[config.mk]
export PLATFORM = sky130hd
export DESIGN_NAME = bso_geom
export DESIGN_NICKNAME = d
export VERILOG_FILES = /design/src/rtl/bso_pkg.sv /design/src/rtl/bso_geom.sv
export SDC_FILE = /design/constraint.sdc
export NUM_CORES = 2
export LEC_CHECK = 0
export BUFFER_PORTS_ARGS = -buffer_cell sky130_fd_sc_hd__buf_2
export CORE_MARGIN = 2
export CORE_UTILIZATION = 48
export DETAILED_ROUTE_END_ITERATION = 8
export GPL_TIMING_DRIVEN = 0
export PLACE_DENSITY = 0.85
export SLEW_MARGIN = 20
export SYNTH_ARGS = -nofsm -noshare
export SYNTH_HDL_FRONTEND = slang
export SYNTH_SLANG_ARGS = --single-unit
[constraint.sdc]
create_clock -name vclk -period 14.8
set_input_delay 2.96 -clock vclk [all_inputs]
set_output_delay 2.96 -clock vclk [all_outputs]
set_load 0.005 [all_outputs]
[src/rtl/bso_pkg.sv]
package bso_pkg;

  localparam int unsigned COORD_BITS = 32;
  localparam int unsigned DIFF_BITS  = COORD_BITS + 1;
  localparam int unsigned SQ_BITS    = 2 * COORD_BITS + 1;
  localparam int unsigned SUM_BITS   = SQ_BITS + 2;
  localparam int unsigned AXES       = 3;

  localparam logic OP_STORE    = 1'b0;
  localparam logic OP_TEST     = 1'b1;
  localparam logic KIND_BOX    = 1'b0;
  localparam logic KIND_SPHERE = 1'b1;

  typedef logic signed [COORD_BITS-1:0] coord_t;
  typedef logic signed [DIFF_BITS-1:0]  delta_t;
  typedef logic        [SQ_BITS-1:0]    sq_t;
  typedef logic        [SUM_BITS-1:0]   sum_t;

  typedef coord_t [AXES-1:0] coord3_t;
  typedef delta_t [AXES-1:0] delta3_t;
  typedef sq_t    [AXES-1:0] sq3_t;

  typedef struct packed {
    logic    active;
    logic    kind;
    coord3_t p;
    coord3_t q;
  } collider_t;

  typedef struct packed {
    logic use_dist;
    logic fixed_hit;
  } ctrl_t;

endpackage

[src/rtl/bso_geom.sv]
module bso_geom (
  input  bso_pkg::collider_t held_i,
  input  bso_pkg::collider_t item_i,
  output bso_pkg::delta3_t   delta_o,
  output bso_pkg::delta_t    radius_o,
  output bso_pkg::ctrl_t     ctrl_o
);

  bso_pkg::collider_t sph;
  bso_pkg::collider_t bx;
  bso_pkg::coord3_t   clamp;
  bso_pkg::delta3_t   d_sb;
  bso_pkg::delta3_t   d_ss;
  bso_pkg::delta_t    r_sum;
  bso_pkg::delta_t    r_sph;
  logic [bso_pkg::AXES-1:0] bb_ok;

  always_comb begin
    sph = (held_i.kind == bso_pkg::KIND_SPHERE) ? held_i : item_i;
    bx  = (held_i.kind == bso_pkg::KIND_SPHERE) ? item_i : held_i;
    for (int i = 0; i < bso_pkg::AXES; i++) begin
      bb_ok[i] = ($signed(held_i.p[i]) <= $signed(item_i.q[i])) &&
                 ($signed(held_i.q[i]) >= $signed(item_i.p[i]));
      clamp[i] = ($signed(sph.p[i]) < $signed(bx.q[i])) ? sph.p[i] : bx.q[i];
      if ($signed(bx.p[i]) > $signed(clamp[i])) begin
        clamp[i] = bx.p[i];
      end
      d_sb[i] = bso_pkg::delta_t'($signed(clamp[i])) -
                bso_pkg::delta_t'($signed(sph.p[i]));
      d_ss[i] = bso_pkg::delta_t'($signed(held_i.p[i])) -
                bso_pkg::delta_t'($signed(item_i.p[i]));
    end
    r_sum = bso_pkg::delta_t'($signed(held_i.q[0])) +
            bso_pkg::delta_t'($signed(item_i.q[0]));
    r_sph = bso_pkg::delta_t'($signed(sph.q[0]));

    delta_o          = d_sb;
    radius_o         = r_sph;
    ctrl_o.use_dist  = 1'b0;
    ctrl_o.fixed_hit = 1'b0;
    if (held_i.active && item_i.active) begin
      if (held_i.kind == bso_pkg::KIND_BOX && item_i.kind == bso_pkg::KIND_BOX) begin
        ctrl_o.fixed_hit = &bb_ok;
      end else if (held_i.kind == bso_pkg::KIND_SPHERE &&
                   item_i.kind == bso_pkg::KIND_SPHERE) begin
        delta_o         = d_ss;
        radius_o        = r_sum;
        ctrl_o.use_dist = !r_sum[bso_pkg::DIFF_BITS-1] && (r_sum != '0);
      end else begin
        ctrl_o.use_dist = !r_sph[bso_pkg::DIFF_BITS-1] && (r_sph != '0);
      end
    end
  end

endmodule

==> flow_metrics.env <==
export IMPL_outcome="finished clean"
export IMPL_finalMaxSlewViolations=0
export IMPL_min_path_type="in -> out"
export IMPL_start_util_pct=48.4
export IMPL_top_layer="met5"
export IMPL_drive_above_1_share_pct=19.3
export IMPL_drv_cap=0
export IMPL_hold_buffers=0
export IMPL_post_route_period_util_pct=98.8
export IMPL_clock_fmax_mhz=68.4
export IMPL_regArea_sq_um=0
export IMPL_cp_common_cell="a21o_1"
export IMPL_antenna_left=0
export IMPL_layout_commonest_cell="ha_1"
export IMPL_die_w_um=242
export IMPL_layout_area_overhead_vs_synth_pct=18.0
export IMPL_multi_input_area_sq_um=25500
export IMPL_grt_pass1_wl_um=174000
export IMPL_crit_fanout=11
export IMPL_holdWs_ns=6.38
export IMPL_routed_wl_um=120000
export IMPL_ys_warn_count=0
export IMPL_wire_per_inst_um=23.1
export IMPL_drc=0
export IMPL_netlist_instances=3826
export IMPL_wl_met1_um=46000
export IMPL_critPathArrivalTime_ns=11.66
export IMPL_final_util_pct=57.1
export IMPL_grt_overflow=0
export IMPL_fill_cells=5372
export IMPL_grt_max_degree=11
export IMPL_setup_viol=0
export IMPL_syn_nets=4826
export IMPL_end_kind="output port"
export IMPL_cpPeakStageDelay_ns=0.38
export IMPL_place_area_sq_um=30800
export IMPL_portBuffers=521
export IMPL_min_period_ns=14.62
export IMPL_final_cell_mix="600 x ha_1, 534 x buf_2, 448 x inv_1, 326 x nand2_1, 313 x o21ai_0"
export IMPL_grt_pass1_vias=30500
export IMPL_fin_ws_ns=0.177
export IMPL_crit_slowest_cell="a221o_1"
export IMPL_num_vias=32700
export IMPL_cp_required_ns=11.84
export IMPL_io_pins=522
export IMPL_seq_cell_count=0
export IMPL_dp_hpwl_um=99700
export IMPL_track_usage_pct=37.7
export IMPL_core_sq_um=56200
export IMPL_crit_path_start_kind="primary input"
export IMPL_critical_path_class="in -> out"
export IMPL_dpl_worst_slack_ns=-3.53
export IMPL_dieArea_sq_um=58600
export IMPL_route_met2_wl_um=51200
export IMPL_drt_initial_drc_count=3141
export IMPL_rows=87
export IMPL_rsz0062_at_grt="true"
export IMPL_final_area_sq_um=32100
export IMPL_syn_area_sq_um=27200
export IMPL_worst_pin_slew_ns=1.29
export IMPL_nets=5412
export IMPL_die_y_um=242
export IMPL_grt_antenna_before_repair=29
export IMPL_wl_met3_um=13500
export IMPL_first_pass_iters=6
export IMPL_ys_seq_area_share_pct=0
export IMPL_synth_distinct_cells=70
export IMPL_hold_viol_final=0
export IMPL_max_slew_margin_pct=13.7
export IMPL_syn_avg_cell_area_sq_um=7.10
export IMPL_clkbuf_count=0
export IMPL_gp_congestion=1.09
export IMPL_viasPerCell=6.31
-- path summary, 6_finish.rpt --
kind | start | to | cells past startpoint
worst max-delay path | held_i[192] | delta_o[97] | 43
worst min-delay path | item_i[160] | delta_o[66] | 4
-- per-layer routing --
metal / GRT usage [%] / vias to the layer above
met5: 0 / -
met4: 23.0 / 14
met3: 6.78 / 511
li1: - / 15100
met1: 47.2 / 15000
met2: 60.2 / 2071
-- critical path: cells and delay by family --
| family | cells | cell delay (ns) |
|---|---|---|
| xor+xnor | 1 | 0.23 |
| fa+ha+maj | 3 | 0.88 |
| compound gates | 24 | 4.58 |
| mux | 4 | 0.92 |
| buf+inv | 7 | 1.22 |
| simple gates | 4 | 0.85 |
-- per-stage QoR --
step,instances,setup TNS (ns)
detailed placement,5104,-221.70
global placement,5103,-253.62
global route,5175,-0.697
floorplan,3826,0
finish,5186,0
CTS,5128,0
-- cells by family after synthesis --
| logic type | Yosys count | share of synthesized area (%) |
|---|---|---|
| adders and majority gates | 612 | 28.4 |
| and+or+nand+nor | 934 | 16.7 |
| muxes | 417 | 15.8 |
| xor gates and xnor gates | 184 | 5.93 |
| AOI/OAI and AO/OA | 1119 | 25.3 |
| buffers and inverters | 560 | 7.87 |
-- cell type report --
type                            instances  area share [%]
Multi-Input combinational cell       3266            79.5
Timing Repair Buffer                  587            9.81
Inverter                              448            5.24
Buffer                                109            2.33
Antenna cell                           20           0.156
Tap cell                              756            2.95
-- synth_stat cells, drive strengths merged (49+ instances only) --
| cell | n | share of area, % |
|---|---|---|
| nand2 | 329 | 4.5 |
| nor3 | 49 | 0.90 |
| xor2 | 89 | 2.9 |
| mux2i | 317 | 12 |
| a21o | 170 | 4.7 |
| nand4 | 77 | 1.8 |
| o21a | 54 | 1.5 |
| xnor2 | 95 | 3.1 |
| ha | 605 | 28 |
| o21ai | 332 | 6.1 |
| a21oi | 312 | 5.7 |
| nand2b | 57 | 1.3 |
| inv | 448 | 6.2 |
| nor2b | 58 | 1.3 |
| clkbuf | 67 | 0.93 |
| nor2 | 162 | 2.2 |
| mux2 | 100 | 4.1 |
| nand3 | 73 | 1.3 |
-- timing repair --
| item | in CTS | in global routing |
|---|---|---|
| gates resized for setup | 145 | 84 |
| buffers inserted | 24 | 36 |
| setup endpoints to repair | 98 | 51 |
| pin swaps | 17 | 52 |
| cloned | 1 | 4 |
